File: src/rtl/core/twbl_pkg.sv
// twbl_pkg: shared types and constants of the time/weather bilinear colour lookup.
// No dependencies; imported by every module of the block.
`default_nettype none

package twbl_pkg;

  // table geometry
  localparam int HOURS         = 24;
  localparam int WEATHER_KINDS = 32;
  localparam int MEM_DEPTH     = HOURS * WEATHER_KINDS;
  localparam int ADDR_W        = $clog2(MEM_DEPTH);

  // field widths
  localparam int HOUR_W  = 5;
  localparam int MIN_W   = 6;
  localparam int WX_W    = 5;
  localparam int BLEND_W = 9;
  localparam int VALUE_W = 32;
  localparam int CHAN_W  = 8;
  localparam int CHANS   = 4;
  localparam int OUT_W   = 16;

  // function codes
  localparam logic FUNC_WRITE = 1'b0;
  localparam logic FUNC_QUERY = 1'b1;

  // weights
  localparam int MIN_SECS   = 60;
  localparam int TIME_FULL  = 3600;
  localparam int BLEND_FULL = 256;
  localparam int T_W        = 12;
  localparam int COEF_W     = 20;
  localparam int READS      = 4;
  localparam int STEP_W     = 2;

  // accumulate and divide by 3600 = 16 * 225
  localparam int PROD_W      = CHAN_W + COEF_W;
  localparam int ACC_W       = 28;
  localparam int ROUND_BIAS  = TIME_FULL / 2;
  localparam int DIV_SHIFT   = 4;
  localparam int RECIP_SHIFT = 32;
  localparam int RECIP       = 19088744;
  localparam int QP_W        = RECIP_SHIFT + OUT_W;

  // queue depths
  localparam int CMDQ_DEPTH = 4;
  localparam int OUTQ_DEPTH = 4;

  typedef struct packed {
    logic               func;
    logic [HOUR_W-1:0]  hour;
    logic [MIN_W-1:0]   minute;
    logic [MIN_W-1:0]   second;
    logic [WX_W-1:0]    weather_a;
    logic [WX_W-1:0]    weather_b;
    logic [BLEND_W-1:0] blend;
    logic [VALUE_W-1:0] entry_value;
  } twbl_in_t;

  typedef struct packed {
    logic [OUT_W-1:0] red;
    logic [OUT_W-1:0] green;
    logic [OUT_W-1:0] blue;
    logic [OUT_W-1:0] alpha;
  } twbl_out_t;

  // command handed from front to back; a write uses addr[0] and value
  typedef struct packed {
    logic                          is_query;
    logic [READS-1:0][ADDR_W-1:0]  addr;
    logic [VALUE_W-1:0]            value;
    logic [T_W-1:0]                t;
    logic [BLEND_W-1:0]            b;
  } twbl_cmd_t;

endpackage

`default_nettype wire

File: src/rtl/core/twbl_front.sv
// twbl_front: accepts input words, wraps the hour, clamps other fields, forms addresses
// and weights, and holds commands in a short queue for the back end. Uses twbl_pkg.
`default_nettype none

module twbl_front (
  input  wire logic               clk,
  input  wire logic               rst_n,
  input  wire logic               push,
  output logic                    full,
  input  wire twbl_pkg::twbl_in_t in_data,
  output logic                    cmd_valid,
  output twbl_pkg::twbl_cmd_t     cmd,
  input  wire logic               cmd_pop
);
  import twbl_pkg::*;

  localparam int PTR_W = $clog2(CMDQ_DEPTH);
  localparam int CNT_W = $clog2(CMDQ_DEPTH + 1);

  typedef enum logic [1:0] {KIND_DROP, KIND_WRITE, KIND_QUERY} kind_t;

  function automatic logic [WX_W-1:0] clamp_wx(input logic [WX_W-1:0] w);
    if (32'(w) >= WEATHER_KINDS) return WX_W'(WEATHER_KINDS - 1);
    return w;
  endfunction

  function automatic logic [ADDR_W-1:0] addr_of(input logic [HOUR_W-1:0] h,
                                                input logic [WX_W-1:0] w);
    return ADDR_W'(32'(h) * WEATHER_KINDS + 32'(w));
  endfunction

  kind_t               kind;
  logic [HOUR_W-1:0]   h1, h2;
  logic [WX_W-1:0]     w1, w2;
  logic [T_W-1:0]      t_raw, t_sat;
  logic [BLEND_W-1:0]  b_sat;
  logic                write_ok;
  logic                enq;
  twbl_cmd_t           new_cmd;

  twbl_cmd_t           q_mem [CMDQ_DEPTH];
  logic [PTR_W-1:0]    wr_ptr_r, rd_ptr_r;
  logic [CNT_W-1:0]    count_r;

  always_comb begin
    h1 = (in_data.hour >= HOUR_W'(HOURS)) ? in_data.hour - HOUR_W'(HOURS) : in_data.hour;
    h2 = (h1 == HOUR_W'(HOURS - 1)) ? '0 : h1 + 1'b1;
    w1 = clamp_wx(in_data.weather_a);
    w2 = clamp_wx(in_data.weather_b);

    t_raw = T_W'(in_data.minute) * T_W'(MIN_SECS) + T_W'(in_data.second);
    t_sat = (t_raw > T_W'(TIME_FULL)) ? T_W'(TIME_FULL) : t_raw;
    b_sat = (in_data.blend > BLEND_W'(BLEND_FULL)) ? BLEND_W'(BLEND_FULL) : in_data.blend;

    write_ok = (32'(in_data.hour) < HOURS) && (32'(in_data.weather_a) < WEATHER_KINDS);

    unique case (in_data.func)
      FUNC_QUERY: kind = KIND_QUERY;
      FUNC_WRITE: kind = write_ok ? KIND_WRITE : KIND_DROP;
      default:    kind = KIND_DROP;
    endcase

    // a legal write has h1 == hour and w1 == weather_a, so addr[0] serves both
    new_cmd.is_query = (kind == KIND_QUERY);
    new_cmd.addr[0]  = addr_of(h1, w1);
    new_cmd.addr[1]  = addr_of(h2, w1);
    new_cmd.addr[2]  = addr_of(h1, w2);
    new_cmd.addr[3]  = addr_of(h2, w2);
    new_cmd.value    = in_data.entry_value;
    new_cmd.t        = t_sat;
    new_cmd.b        = b_sat;
  end

  assign full      = (count_r == CNT_W'(CMDQ_DEPTH));
  assign enq       = push && !full && (kind != KIND_DROP);
  assign cmd_valid = (count_r != '0);
  assign cmd       = q_mem[rd_ptr_r];

  always_ff @(posedge clk) begin
    if (enq) begin
      q_mem[wr_ptr_r] <= new_cmd;
    end
  end

  always_ff @(posedge clk) begin
    if (!rst_n) begin
      wr_ptr_r <= '0;
      rd_ptr_r <= '0;
      count_r  <= '0;
    end else begin
      if (enq) wr_ptr_r <= wr_ptr_r + 1'b1;
      if (cmd_pop) rd_ptr_r <= rd_ptr_r + 1'b1;
      count_r <= count_r + CNT_W'(enq) - CNT_W'(cmd_pop);
    end
  end

endmodule

`default_nettype wire

File: config.mk
export PLATFORM = sky130hd
export DESIGN_NAME = twbl_front
export DESIGN_NICKNAME = d
export VERILOG_FILES = /design/src/rtl/core/twbl_pkg.sv /design/src/rtl/core/twbl_front.sv
export SDC_FILE = /design/constraint.sdc
export NUM_CORES = 1
export LEC_CHECK = 0
export ABC_AREA = 1
export BUFFER_PORTS_ARGS = -buffer_cell sky130_fd_sc_hd__buf_2
export CORE_ASPECT_RATIO = 0.5
export CORE_MARGIN = 3
export CORE_UTILIZATION = 40
export DETAILED_ROUTE_END_ITERATION = 12
export PLACE_DENSITY_LB_ADDON = 0.2
export SETUP_SLACK_MARGIN = 0.05
export SYNTH_ARGS = -nofsm -noshare
export SYNTH_HDL_FRONTEND = slang
export SYNTH_SLANG_ARGS = --single-unit
File: constraint.sdc
create_clock -name clk -period 4.88 [get_ports clk]
set_input_delay 0.976 -clock clk [delete_from_list [all_inputs] [get_ports clk]]
set_output_delay 0.976 -clock clk [all_outputs]
set_load 0.005 [all_outputs]
After elaboration in Yosys (flattened, before gate mapping) --
Memory sizes are Yosys's and may differ from the RTL's. A register that Yosys moved wholly into a read port is not among the register bits. Index checks and enable logic that the tools add are counted.
Storage, ports and cells: flip-flop bits (word level) 7, bits in writable memories 376, input bits 73, output and inout port bits 96, logic and storage cells 39, memories 1
Operators by class: add/sub/neg operators 11, multipliers 1, $lt $le $gt $ge 4, eq/ne operators 3, mux-type cells 10, bitwise gates (word level) 1, reduce and logical (&&, ||, !) cells 5
Memories:
- q_mem | depth 4, width 94, rd ports 1, clocked after Yosys merged registers in 1, wr ports 1, RTL line twbl_front.sv:41 | twbl_cmd_t q_mem [CMDQ_DEPTH];
Operators by type and width (number):
- $add 10x5->10 | 4
- $add 12x6->12 | 1
- $gt 12x12->1 const B | 1
- $mux 12 | 1
- $mul 6x4->10 const B | 1
- $mux 5 | 2
- $gt 9x9->1 const B | 1
- $mux 9 | 1
- $add 5x1->5 const B | 1
- $eq 5x5->1 const B | 1
- $ge 5x5->1 const B | 1
- $lt 5x5->1 const B | 1
- $sub 5x5->5 const B | 1
- $add 2x1->2 const B | 2
- $mux 2 | 2
- $pmux 2 s2 | 1
- $add 3x1->3 | 1
- $eq 3x3->1 const B | 1
- $mux 1 | 3
- $reduce_bool 3->1 | 1
- $sub 3x1->3 | 1
- $eq 2x2->1 const B | 1
- $logic_and 1x1->1 | 2
- $reduce_bool 2->1 | 1
- other kinds (2) | 2

Logic depth before layout (Yosys ltp) --
depth in word-level cells 7, gate-level depth with buffers 18

Least setup slack after synthesis --
No wires, ideal clock.
path type input -> register, start point input in_data[66] in the netlist's numbering, end point memory q_mem[0][0] in the netlist's numbering (enable), library setup time 0.507 ns, arrival time 4.603 ns, slack -0.230 ns, stages 5, buffers on the path 0, path through inv_1 nor3_1 nor3_1 inv_1 nor2_1
On the way: word-level cells in the longest chain between the ends 7
RTL lines:
- start: declaration | RTL line twbl_front.sv:10 | input wire twbl_pkg::twbl_in_t in_data,
- $lt 5x5->1 | RTL line twbl_front.sv:55 | write_ok = (32'(in_data.hour) < HOURS) && (32'(in_data.weather_a) < WEATHER_KINDS);
- $mux 1 | RTL line twbl_front.sv:59 | FUNC_WRITE: kind = write_ok ? KIND_WRITE : KIND_DROP;
- $pmux 2 s2 | RTL line twbl_front.sv:57 | unique case (in_data.func)
- $reduce_bool 2->1 | RTL line twbl_front.sv:75 | assign enq = push && !full && (kind != KIND_DROP);
- $logic_and 1x1->1 | RTL line twbl_front.sv:75
- via enq | RTL line twbl_front.sv:38 | logic enq;
- $mux 1 | RTL line twbl_front.sv:80 | if (enq) begin
- $mux 1 (implied by the code) | RTL line twbl_front.sv:81 | q_mem[wr_ptr_r] <= new_cmd;
- end: declaration | RTL line twbl_front.sv:41
The timed path passes the listed nets, and every way through them passes these cells.

==> metrics <==
fin crit share=approximately four fifths; via count=about 8000; Clk Latency, worst-skew pair=between 0.5 and 0.6 ns; combinational family with the most area after synthesis=compound AO/OA/AOI/OAI gates; DRC viols=0; M1 WL=between 10000 and 15000 um; Net Count, Synth=roughly 1100; first-pass GRT wire length=approximately 43000 um; worst r2r path cells=5; Post-Route WL=about 27000 um; final setup TNS=0 ns; crit-path cells=buf_2, fa_1, fa_1, inv_1, fa_1, inv_1, ha_1, nand3_1, inv_1, nor2_1, nor2_2, nand2_1, nor2_2, nand3_1, nand2_1, nand3_4, nor2_8, nor2_2; mux cell area share after synthesis=0%; # hold bufs at CTS=0; Synth cell types=32; post-cts gate resize count=0; Worst-Margin Slew=between 0.8 and 0.9 ns; HP Start=rd_ptr_r[0]; die height=approximately 130 um; Detail Route Antenna Nets=0; most frequent cells in the layout=296 x edfxtp_1, 172 x nor2_1, 168 x buf_2, 154 x o21ai_0, 74 x o22ai_1; Num CTS Buffers=29; initial antenna violation count=0; CTS tree=yes; CP max stage cell=fa_1; clock-pin slew on the worst setup and hold paths=approximately 0.060 ns; Final Util=roughly 48%; Pwr Density=about 450 nW/um^2; Met3 Wirelength=between 800 and 900 um; register area share after synthesis=about 71%; Area growth syn-to-layout=16.7%; unrepaired setup endpoints after global routing=false; Seq. cell area=roughly 9100 um^2; Sink Count=roughly 310; Top Layer Used=met4; area of the multi-input gates=around 3100 um^2; final hold slack=0.479 ns; dpl cells=approximately 1500; CTS max path bufs=3; drt wl/cell=approximately 17 um; Die Wd=approximately 260 um; largest net degree at the start of global routing=around 80; min-delay worst type=reg2reg; num rows=45; Main synth FF type=edfxtp_1; cell count of the worst hold path=1; Max Slew Vio Count=0; GR Util All Layers=roughly 16%; CP max stage delay=0.52 ns; Clock Skew=about 0.0083 ns; Post-CTS Setup Inserts=0; grt ovf=0; layout cells sized above 1=between 20 and 25%; fraction of the mapped netlist area in adder cells=4.18%; I/O Buffers=about 170; Post-Syn Instances=1003; DR vias/cell=between 5 and 6; Post-synth EDFFs=slightly below 300; crit start category=input pin; worst setup path class=in2reg; XOR/XNOR Fraction of Synth Area=less than 1%; commonest non-fill, non-tap cell in the layout=edfxtp_1; fin nets=about 1300; number of global-route vias before repair=between 8000 and 9000; setup violators final=0; total leakage power=around 5.5 nW; critical path capture point type=flop; Tmin final=about 4.0 ns; worst vdd ir=0.222 mV; post-synthesis async set-or-reset flop share=0%; met2 routed WL=14100 um; antenna diode instance count=0; simple-gate share of the synthesized area=9.44%; final hold vios=0; routability cong.=0.712; Data required, critical path=a little over 5 ns; worst setup path startpoint=in_data[57]; IO Pins=roughly 170; status=finished, final reports clean; synthesized area=~13000 um^2; critical-path maximum fanout=8; initial detailed-routing violation count=479; Core ar.=30900 um^2; max-cap viol count=0; CP arrival=around 4.3 ns; worst r2r src=count_r[1]; post-synthesis register bit count=305; Synth Area in Compound Gates=10.3%; 1st-pass router iterations=5; htree depth=1; Final HPWL DP=~16000 um; Starting Density=41.3%; synth warn=0; Post-Syn Area per Cell=between 10 and 15 um^2; fmax=251 MHz; die area=around 34000 um^2; Worst slew margin=slightly above 40%; Finished Layout Cells=1592; fill count=approximately 2800; Root Buffer=clkbuf_16
cells in the mapped netlist (4+ instances only):
| cell type | n | area share [%] |
|---|---|---|
| nand2_1 | 44 | 1.3 |
| nor2_1 | 176 | 5.2 |
| edfxtp_1 | 296 | 70 |
| ha_1 | 25 | 2.5 |
| nand2_2 | 8 | 0.39 |
| o22ai_1 | 74 | 3.6 |
| clkbuf_1 | 45 | 1.3 |
| fa_1 | 11 | 1.7 |
| nor2_2 | 11 | 0.54 |
| dfxtp_1 | 9 | 1.4 |
| buf_4 | 20 | 1.2 |
| nand3_1 | 18 | 0.71 |
| a21oi_1 | 11 | 0.43 |
| o21ai_0 | 154 | 6.0 |
| inv_1 | 70 | 2.1 |
| nand4_1 | 4 | 0.20 |
sequential cells by signal, indices dropped and copies added, names as in the netlist, named ones only:
name,cells
rd_ptr_r,2
count_r,3
q_mem,296
wr_ptr_r,2
worst max-delay path, delay by kind of cell:
kind / cells / cell delay, ns
buf+inv: 4 / 0.29
simple gates: 10 / 1.15
fa+ha+maj: 4 / 1.84
layer usage:
metal,track usage [%],up-vias
met4,3.09,0
met2,28.9,119
met3,2.49,38
met1,20.1,3955
li1,-,3862
met5,0.278,-
metrics by stage:
stage	setup slack (ns)	total power [mW]	area (um^2)
final	0.896	6.71	14900
after global routing	0.668	7.07	14900
after CTS	0.901	6.81	14900
after detailed placement	0.317	4.57	13900
after global placement	0.405	4.53	13900
after floorplan	-0.230	4.14	12800
cell families after synthesis:
group / count (synthesis)
XOR/XNOR: 3
flip-flops: 305
AND/OR/NAND/NOR: 275
buffers and inverters: 142
adder cells (fa/ha/maj): 36
AO/OA/AOI/OAI: 242
report_power, final:
part | internal (mW) | switching [mW]
registers | 3.22 | 0.0610
clock network | 1.30 | 0.933
logic | 0.405 | 0.797
cell type report:
class | count | area share [%]
Inverter | 72 | 1.84
Sequential cell | 305 | 60.9
Tap cell | 423 | 3.55
Timing Repair Buffer | 183 | 6.49
Clock buffer | 33 | 4.97
Clock inverter | 20 | 1.35
Multi-Input combinational cell | 556 | 20.8
final timing paths:
kind,endpoint,slack (ns)
max,q_mem[3][16],0.90
min,flop,0.48
max reg2reg,q_mem[0][45],2.38
min reg2reg,flop,0.48
(Power assumes the default switching activity.)
