## config.mk

```make
export PLATFORM = sky130hd
export DESIGN_NAME = twbl_outq
export DESIGN_NICKNAME = d
export VERILOG_FILES = /design/src/rtl/core/twbl_pkg.sv /design/src/rtl/core/twbl_outq.sv
export SDC_FILE = /design/constraint.sdc
export NUM_CORES = 1
export LEC_CHECK = 0
export ABC_AREA = 1
export BUFFER_PORTS_ARGS = -buffer_cell sky130_fd_sc_hd__buf_2
export CORE_MARGIN = 2
export CORE_UTILIZATION = 45
export CTS_CLUSTER_DIAMETER = 120
export DETAILED_ROUTE_END_ITERATION = 16
export GPL_TIMING_DRIVEN = 0
export PLACE_DENSITY_LB_ADDON = 0.08
export SYNTH_ARGS = -nofsm -noshare
export SYNTH_HDL_FRONTEND = slang
export SYNTH_SLANG_ARGS = --single-unit
export TNS_END_PERCENT = 20
```

## constraint.sdc

```tcl
create_clock -name clk -period 3.39 [get_ports clk]
set_clock_uncertainty 0.15 [all_clocks]
set_input_delay 0.5085 -clock clk [delete_from_list [all_inputs] [get_ports clk]]
set_output_delay 0.5085 -clock clk [all_outputs]
set_load 0.05 [all_outputs]
```

## src/rtl/core/twbl_pkg.sv

```systemverilog
// twbl_pkg: shared types and constants of the time/weather bilinear colour lookup.
// No dependencies; imported by every module of the block.
`default_nettype none

package twbl_pkg;

  // table geometry
  localparam int HOURS         = 24;
  localparam int WEATHER_KINDS = 32;
  localparam int MEM_DEPTH     = HOURS * WEATHER_KINDS;
  localparam int ADDR_W        = $clog2(MEM_DEPTH);

  // field widths
  localparam int HOUR_W  = 5;
  localparam int MIN_W   = 6;
  localparam int WX_W    = 5;
  localparam int BLEND_W = 9;
  localparam int VALUE_W = 32;
  localparam int CHAN_W  = 8;
  localparam int CHANS   = 4;
  localparam int OUT_W   = 16;

  // function codes
  localparam logic FUNC_WRITE = 1'b0;
  localparam logic FUNC_QUERY = 1'b1;

  // weights
  localparam int MIN_SECS   = 60;
  localparam int TIME_FULL  = 3600;
  localparam int BLEND_FULL = 256;
  localparam int T_W        = 12;
  localparam int COEF_W     = 20;
  localparam int READS      = 4;
  localparam int STEP_W     = 2;

  // accumulate and divide by 3600 = 16 * 225
  localparam int PROD_W      = CHAN_W + COEF_W;
  localparam int ACC_W       = 28;
  localparam int ROUND_BIAS  = TIME_FULL / 2;
  localparam int DIV_SHIFT   = 4;
  localparam int RECIP_SHIFT = 32;
  localparam int RECIP       = 19088744;
  localparam int QP_W        = RECIP_SHIFT + OUT_W;

  // queue depths
  localparam int CMDQ_DEPTH = 4;
  localparam int OUTQ_DEPTH = 4;

  typedef struct packed {
    logic               func;
    logic [HOUR_W-1:0]  hour;
    logic [MIN_W-1:0]   minute;
    logic [MIN_W-1:0]   second;
    logic [WX_W-1:0]    weather_a;
    logic [WX_W-1:0]    weather_b;
    logic [BLEND_W-1:0] blend;
    logic [VALUE_W-1:0] entry_value;
  } twbl_in_t;

  typedef struct packed {
    logic [OUT_W-1:0] red;
    logic [OUT_W-1:0] green;
    logic [OUT_W-1:0] blue;
    logic [OUT_W-1:0] alpha;
  } twbl_out_t;

  // command handed from front to back; a write uses addr[0] and value
  typedef struct packed {
    logic                          is_query;
    logic [READS-1:0][ADDR_W-1:0]  addr;
    logic [VALUE_W-1:0]            value;
    logic [T_W-1:0]                t;
    logic [BLEND_W-1:0]            b;
  } twbl_cmd_t;

endpackage

`default_nettype wire

```

## src/rtl/core/twbl_outq.sv

```systemverilog
// twbl_outq: result queue in front of the output port; space is reserved upstream
// before a query starts. Uses twbl_pkg.
`default_nettype none

module twbl_outq (
  input  wire logic                clk,
  input  wire logic                rst_n,
  input  wire logic                res_push,
  input  wire twbl_pkg::twbl_out_t res_data,
  output logic                     empty,
  input  wire logic                pop,
  output twbl_pkg::twbl_out_t      out_data
);
  import twbl_pkg::*;

  localparam int PTR_W = $clog2(OUTQ_DEPTH);
  localparam int CNT_W = $clog2(OUTQ_DEPTH + 1);

  twbl_out_t        q_mem [OUTQ_DEPTH];
  logic [PTR_W-1:0] wr_ptr_r, rd_ptr_r;
  logic [CNT_W-1:0] count_r;
  logic             deq;

  assign empty    = (count_r == '0);
  assign deq      = pop && !empty;
  assign out_data = q_mem[rd_ptr_r];

  always_ff @(posedge clk) begin
    if (res_push) begin
      q_mem[wr_ptr_r] <= res_data;
    end
  end

  always_ff @(posedge clk) begin
    if (!rst_n) begin
      wr_ptr_r <= '0;
      rd_ptr_r <= '0;
      count_r  <= '0;
    end else begin
      if (res_push) wr_ptr_r <= wr_ptr_r + 1'b1;
      if (deq) rd_ptr_r <= rd_ptr_r + 1'b1;
      count_r <= count_r + CNT_W'(res_push) - CNT_W'(deq);
    end
  end

  // upstream reservation must keep the queue from overflowing
  a_no_overflow: assert property (@(posedge clk) disable iff (!rst_n)
    res_push |-> (count_r != CNT_W'(OUTQ_DEPTH)) || deq)
    else $error("result queue overflow");

endmodule

`default_nettype wire

```

# Word-level counts from Yosys, hierarchy flattened
# Memory sizes are Yosys's and may differ from the RTL's. A register that Yosys moved wholly into a read port is not among the register bits.
# Cells that the tools add are included.
# totals
n_memories	1
output_inout_bits	65
latch_bits	0
inputBits	68
romBits	0
ramBits	256
reg_bits	7
# classes
order_cmp	0
n_shift	0
n_mux	4
n_eq_ne	0
n_reduce_logical	3
div	0
bitwise_logic	0
mul	0
addsub	4
# mem_list
name	depth	word_bits	read_ports	rd_ports_with_merged_regs	wr	line	text
q_mem	4	64	1	1	1	twbl_outq.sv:19	twbl_out_t q_mem [OUTQ_DEPTH];
# ops
op	n
2-bit by 1-bit adder with 2-bit output (second input constant)	2
2-bit two-way mux	2
3-bit by 1-bit adder with 3-bit output	1
3-bit logical NOT	1
3-bit by 1-bit subtractor with 3-bit output	1
1-bit two-way mux	2
1-bit logical AND	1
1-bit logical NOT	1

# Longest topological paths before layout
# Gate-level depths: netlist (run 1).
# depth
word_depth	5
depth_mapped	12
depth_no_buf	12

# Least setup slack after synthesis (run 1)
# No wires, ideal clock.
# synth_path
path_type	register to register
startpoint	register wr_ptr_r[0]
endpoint	memory q_mem[2][0] (netlist bit) (enable)
arrival_time_ns	1.833
synth_period_minus_slack_ns	2.401
path_buffers	0
setup_slack_ns	0.989
setup_time_ns	0.418
required_time_ns	2.822
stages_incl_launch_ff	5
cell_sequence	dfxtp_1 inv_1 ha_1 nand2_1 inv_1
# synth_rtl
item	line	text
start, declared	twbl_outq.sv:20	logic [PTR_W-1:0] wr_ptr_r, rd_ptr_r;
start signal, assigned	twbl_outq.sv:40	if (res_push) wr_ptr_r <= wr_ptr_r + 1'b1;
end, declared	twbl_outq.sv:19	
# Straight into the memory's write port.

==> flow_summary.yaml, run 1 <==
routing:
  drcViolationCount: 0
  vias_per_cell: 5.36
  drtPass1Iterations: 5
  wl_per_cell_um: 19.9
  ant_nets: 0
  finalWirelength_mm: 22.8
  vias: 6154
  drtIter0Drc: 427
worst_setup_path:
  path_delay_family: "buffers and inverters"
  crit_type: "register to primary output"
  arrival_ps: 2300
  cp-end-kind: "primary output"
  crit_buf_inv: 3
  cp_max_fo: 10
  path_cells: "buf_4, clkbuf_1, o21ai_0, o22ai_1, buf_2"
  cp_slowest_cell: "clkbuf_1"
  worst_setup_path_start_kind: "register"
  cp_data_required_time_ps: 2730
  max_stage_delay_ps: 430
logic_synthesis:
  ys_top_cells_by_count: "256 x edfxtp_1, 135 x nor2_1, 74 x o21ai_0"
  synth-edff-count: 256
  yosys.area.top_type_share_pct: 77.3
  netlist_area_um2: 9950
  seq_area_frac_synth_pct: 79.1
  synth_cell_type_count: 19
  synth_cells: 679
  synthArstFlopShare_pct: 0
  syn-num-nets: 754
  synth_top_area_cell: "edfxtp_1"
  ys_seq_elements: 265
  synth.avg_cell_area_um2: 14.6
  synth_area_leaders: "edfxtp_1 77%, nor2_1 5.1%, o22ai_1 4.0%"
  yosys_warnings: 0
  synth_most_common_cell: "edfxtp_1"
  synth-main-ff-cell: "edfxtp_1"
place:
  port_buffers: 132
  place.gp.congestion: 0.733
  dpl_worst_slack_ps: 1000
  dp_hpwl_mm: 13.7
power:
  ir_drop_uv: 443
  p_leak_nw: 4.23
  totalPowerFinal_mw: 9.42
  powerDensity_nw_per_um2: 792
clock_tree:
  cts_resized: 0
  numCtsBuffers: 27
  clkLatencyLatePin_ps: 520
  postCtsSetupBuffers: 0
  postCtsHoldBufs: 0
  htree_levels: 1
  cts_buffer_depth: 3
  cts_tree: "done"
  clk_pin_slew_ps: 60
  clockRootBuffer: "clkbuf_16"
  cts_num_sinks: 265
worst_hold_path:
  hold_class: "primary input to register"
global_routing:
  antenna_found_initial: 3
  grt_pass1_vias: 6384
  grt_usage_pct: 19.1
  gr-total-overflow: 0
  grt_max_degree: 58
  grt_first_pass_wirelength_mm: 34.7
final_layout:
  drive_above_1_share_pct: 22.8
  regArea_um2: 7870
  multi_input_area_um2: 1730
  areaGrowthSynthToFinish_pct: 19.6
  fillers: 1822
  final_nets: 919
sta:
  finalSetupViolCount: 0
  drv_slew: 0
  fin_crit_ps: 2960
  period_share_pct: 87.3
  fmax_mhz: 338
  final-hold-violation-count: 0
  timing.slew.headroom_pct: 61.4
  grt_setup_unrepaired: "false"
  tightest_slew_ps: 579
  fin_ws_ps: 429
floorplanning:
  fp.dieW_um: 153
  dieArea_um2: 23300
  io_pins: 133
  fp.dieH_um: 153
  core_area_um2: 21800
  start_util_pct: 45.7
  rows: 54
flow_run:
  maxCapViolCount: 0
outcome:
  status: "finished, final reports clean"
logic make-up (layout without fill, tap and decap cells):
kind of cell,after synthesis,after routing,synth area share (%)
DFF,265,265,79.1
AOI/OAI and AO/OA,199,199,10.8
and+or+nand+nor,149,149,5.65
buffers and inverters,59,244,3.48
adders and majority gates,7,7,0.956
other,0,4,0
per-stage QoR:
step / area [um2] / instances / util (%) / hold WS [ps] / setup TNS (ps)
5_1_grt: 11900 / 1146 / 54.7 / 43.1 / 0
6_report: 11900 / 1148 / 54.7 / 48.1 / 0
4_1_cts: 11900 / 1144 / 54.6 / 30.5 / 0
3_5_place_dp: 11100 / 1095 / 50.9 / 344 / 0
3_3_place_gp: 11000 / 1091 / 50.4 / 318 / -60530
2_1_floorplan: 9950 / 679 / - / 298 / 0
cells in the final DEF (no fill, tap or decap), types with 2 or more instances in the layout:
master	n
diode_2	4
edfxtp_1	256
buf_2	133
buf_6	13
nand3_1	2
nor2_1	135
clkbuf_2	3
ha_1	6
inv_4	4
o21ai_1	56
dfxtp_1	9
clkinv_1	10
buf_16	3
bufinv_16	2
o22ai_1	64
a21oi_1	5
clkbuf_1	25
inv_1	12
clkbuf_16	27
nand2_1	12
clkinv_2	3
buf_4	6
o21ai_0	74
layer usage:
metal	share of wire, %	vias to the layer above	GRT usage, %
li1	-	2882	-
met1	43	3049	25.9
met2	49	184	31.9
met3	6.3	39	3.33
met4	2.1	0	5.56
met5	0	-	0
power by group:
group | internal, mW | switching [mW]
registers | 3.76 | 0.0436
clock network | 1.61 | 1.15
logic | 0.679 | 2.19
path summary, 6_finish.rpt:
kind	start	end	slack [ps]	depth (start not counted)
setup / recovery	register	out_data[36]	430	5
hold / removal	res_data[4]	q_mem[2][4]	50	1
setup reg to reg	count_r[1]	count_r[2]	1190	11
hold reg to reg	rd_ptr_r[0]	rd_ptr_r[0]	350	2
flip-flops by register name, summed over array words and instances (netlist names), named ones only:
register and count:
wr_ptr_r 2, rd_ptr_r 2, q_mem 256, count_r 3
cell type report:
cell class	instances	area share, %
diodes	4	0.0841
plain buffers	41	2.34
clock buffers	34	5.90
clock inverters	15	0.978
inverters	18	0.652
multi-input cells	355	14.6
flip-flops and latches	265	66.1
well taps	280	2.94
repair buffers	136	6.41
worst reg2reg max path, stage by stage (launching register included):
cell     delay (ps)
dfxtp_1         340
nor2_1          170
nand2_1         150
inv_1           120
nor2_1           50
ha_1            270
inv_1            60
ha_1            130
inv_1            50
fa_1            380
a21oi_1         150
nor2_1           70
No activity file was read; power rests on OpenSTA's default activity.
==> run 2: changes to the inputs <==
--- a/config.mk
+++ b/config.mk
@@ -7,12 +7,16 @@
 export LEC_CHECK = 0
 export ABC_AREA = 1
 export BUFFER_PORTS_ARGS = -buffer_cell sky130_fd_sc_hd__buf_2
+export CELL_PAD_IN_SITES_DETAIL_PLACEMENT = 1
+export CELL_PAD_IN_SITES_GLOBAL_PLACEMENT = 2
 export CORE_MARGIN = 2
-export CORE_UTILIZATION = 45
+export CORE_UTILIZATION = 40
 export CTS_CLUSTER_DIAMETER = 120
+export CTS_CLUSTER_SIZE = 14
 export DETAILED_ROUTE_END_ITERATION = 16
 export GPL_TIMING_DRIVEN = 0
 export PLACE_DENSITY_LB_ADDON = 0.08
+export REMOVE_ABC_BUFFERS = 1
 export SYNTH_ARGS = -nofsm -noshare
 export SYNTH_HDL_FRONTEND = slang
 export SYNTH_SLANG_ARGS = --single-unit
==> run 2 against run 1 <==
  * Fmax down 7.2%
  * Hold slack better by 14 ps
  * Critical path depth up 1
  * Via count shrank 3.5%
  * Highest routed layer is now met5
==> flow_summary.yaml, run 2 (synthesis gave the netlist of run 1 again) <==
clock_tree:
  clockRootBuffer: "clkbuf_16"
  cts_buffer_depth: 3
  clk_pin_slew_ps: 70
  cts_tree: "done"
  clkLatencyLatePin_ps: 510
  cts_num_sinks: 265
  numCtsBuffers: 22
  htree_levels: 1
routing:
  vias_per_cell: 5.23
  finalWirelength_mm: 24.0
  drtIter0Drc: 291
  drtPass1Iterations: 4
  vias: 5938
  ant_nets: 0
  drcViolationCount: 0
  wl_per_cell_um: 21.1
final_layout:
  mostFrequentLayoutCell: "edfxtp_1"
  areaGrowthSynthToFinish_pct: 16.9
  fin_area_um2: 11600
  largest_reg_flops: 256
  layout_common_cells: "256 x edfxtp_1, 135 x nor2_1, 132 x buf_2"
  final_nets: 879
  regMostFlops: "q_mem"
  drive_above_1_share_pct: 21.3
  reg_top3: "q_mem x256, count_r x3"
  final_util_pct: 47.7
worst_setup_path:
  cp-end-kind: "primary output"
  regToRegEndpoint: "count_r[2]"
  r2r_slack_ps: 1210
  r2r_start: "count_r[1]"
  crit_type: "register to primary output"
  cp_data_required_time_ps: 2730
  ff2ff_path_depth: 11
  cp_max_fo: 72
  worst_setup_path_start_kind: "register"
  arrival_ps: 2530
sta:
  whs_ps: 62.3
  fin_crit_ps: 3190
  grt_setup_unrepaired: "false"
  drv_slew: 0
  final-hold-violation-count: 0
  fmax_mhz: 313
  period_share_pct: 94.1
  tightest_slew_ps: 527
  timing.slew.headroom_pct: 64.9
  finalSetupViolCount: 0
floorplanning:
  io_pins: 133
  start_util_pct: 40.8
  dieArea_um2: 26100
  fp.dieH_um: 162
  core_area_um2: 24400
  fp.dieW_um: 162
  rows: 57
global_routing:
  grt_first_pass_wirelength_mm: 36.1
  gr-total-overflow: 0
  grt_pass1_vias: 6560
  grt_usage_pct: 18.1
  grt_max_degree: 73
  antenna_found_initial: 2
flow_run:
  maxCapViolCount: 0
power:
  p_leak_nw: 4.06
  ir_drop_uv: 518
  powerDensity_nw_per_um2: 762
  totalPowerFinal_mw: 8.86
worst_hold_path:
  worstHoldPathCells: 1
  hp-start: "res_data[37]"
  whs_endpoint: "q_mem[1][37]"
  hold_class: "primary input to register"
place:
  place_area_um2: 10900
  dp_hpwl_mm: 12.8
  port_buffers: 132
  place.gp.congestion: 0.670
outcome:
  status: "finished, final reports clean"
run 2: worst max-delay path by stage:
stage / endpoint / from / cells after the start
after global routing: out_data[63] / register / 6
after floorplan: out_data[0] / register / 3
final: out_data[22] / register / 6
after detailed placement: out_data[8] / register / 5
after global placement: out_data[63] / register / 4
after CTS: out_data[28] / register / 6
run 2: critical path, cell delays in order (launching register included):
cell and delay [ps]:
dfxtp_4 460, buf_16 260, inv_8 310, buf_16 340
nor2_1 80, o22ai_1 220, buf_2 300
run 2: per-layer routing:
layer	wire, um	global-route usage (%)
met4	575	4.34
met2	12700	34.6
met3	1420	3.98
met5	13	0
met1	9300	20.6
run 2: layout make-up:
cell class	count	area, um2
fill	2476	12800
sequential	265	7880
multi-input combinational	355	1730
timing repair buffer	142	913
clock buffer	31	606
tap	324	405
inverter	18	90.1
antenna	1	2.50
run 2: per-stage QoR:
step | setup slack [ps] | TNS, ps | cells
after floorplan | -1500 | -92780 | 638
after detailed placement | 144 | 0 | 1101
after global placement | -4820 | -394760 | 1094
final | 199 | 0 | 1136
after global routing | 14.0 | 0 | 1136
after CTS | 36.9 | 0 | 1134
run 2: what timing repair did:
item | 4_1_cts | 5_1_grt
setup buffers | 2 | 1
hold endpoints to repair | 0 | 0
resized for setup | 3 | 0
setup endpoints to repair | 64 | 9
hold buffers | 0 | 0
run 2: power breakdown:
part / switching [mW] / internal [mW]
combinational: 2.11 / 0.627
sequential: 0.106 / 3.76
clock: 1.04 / 1.23
total: 3.25 / 5.61
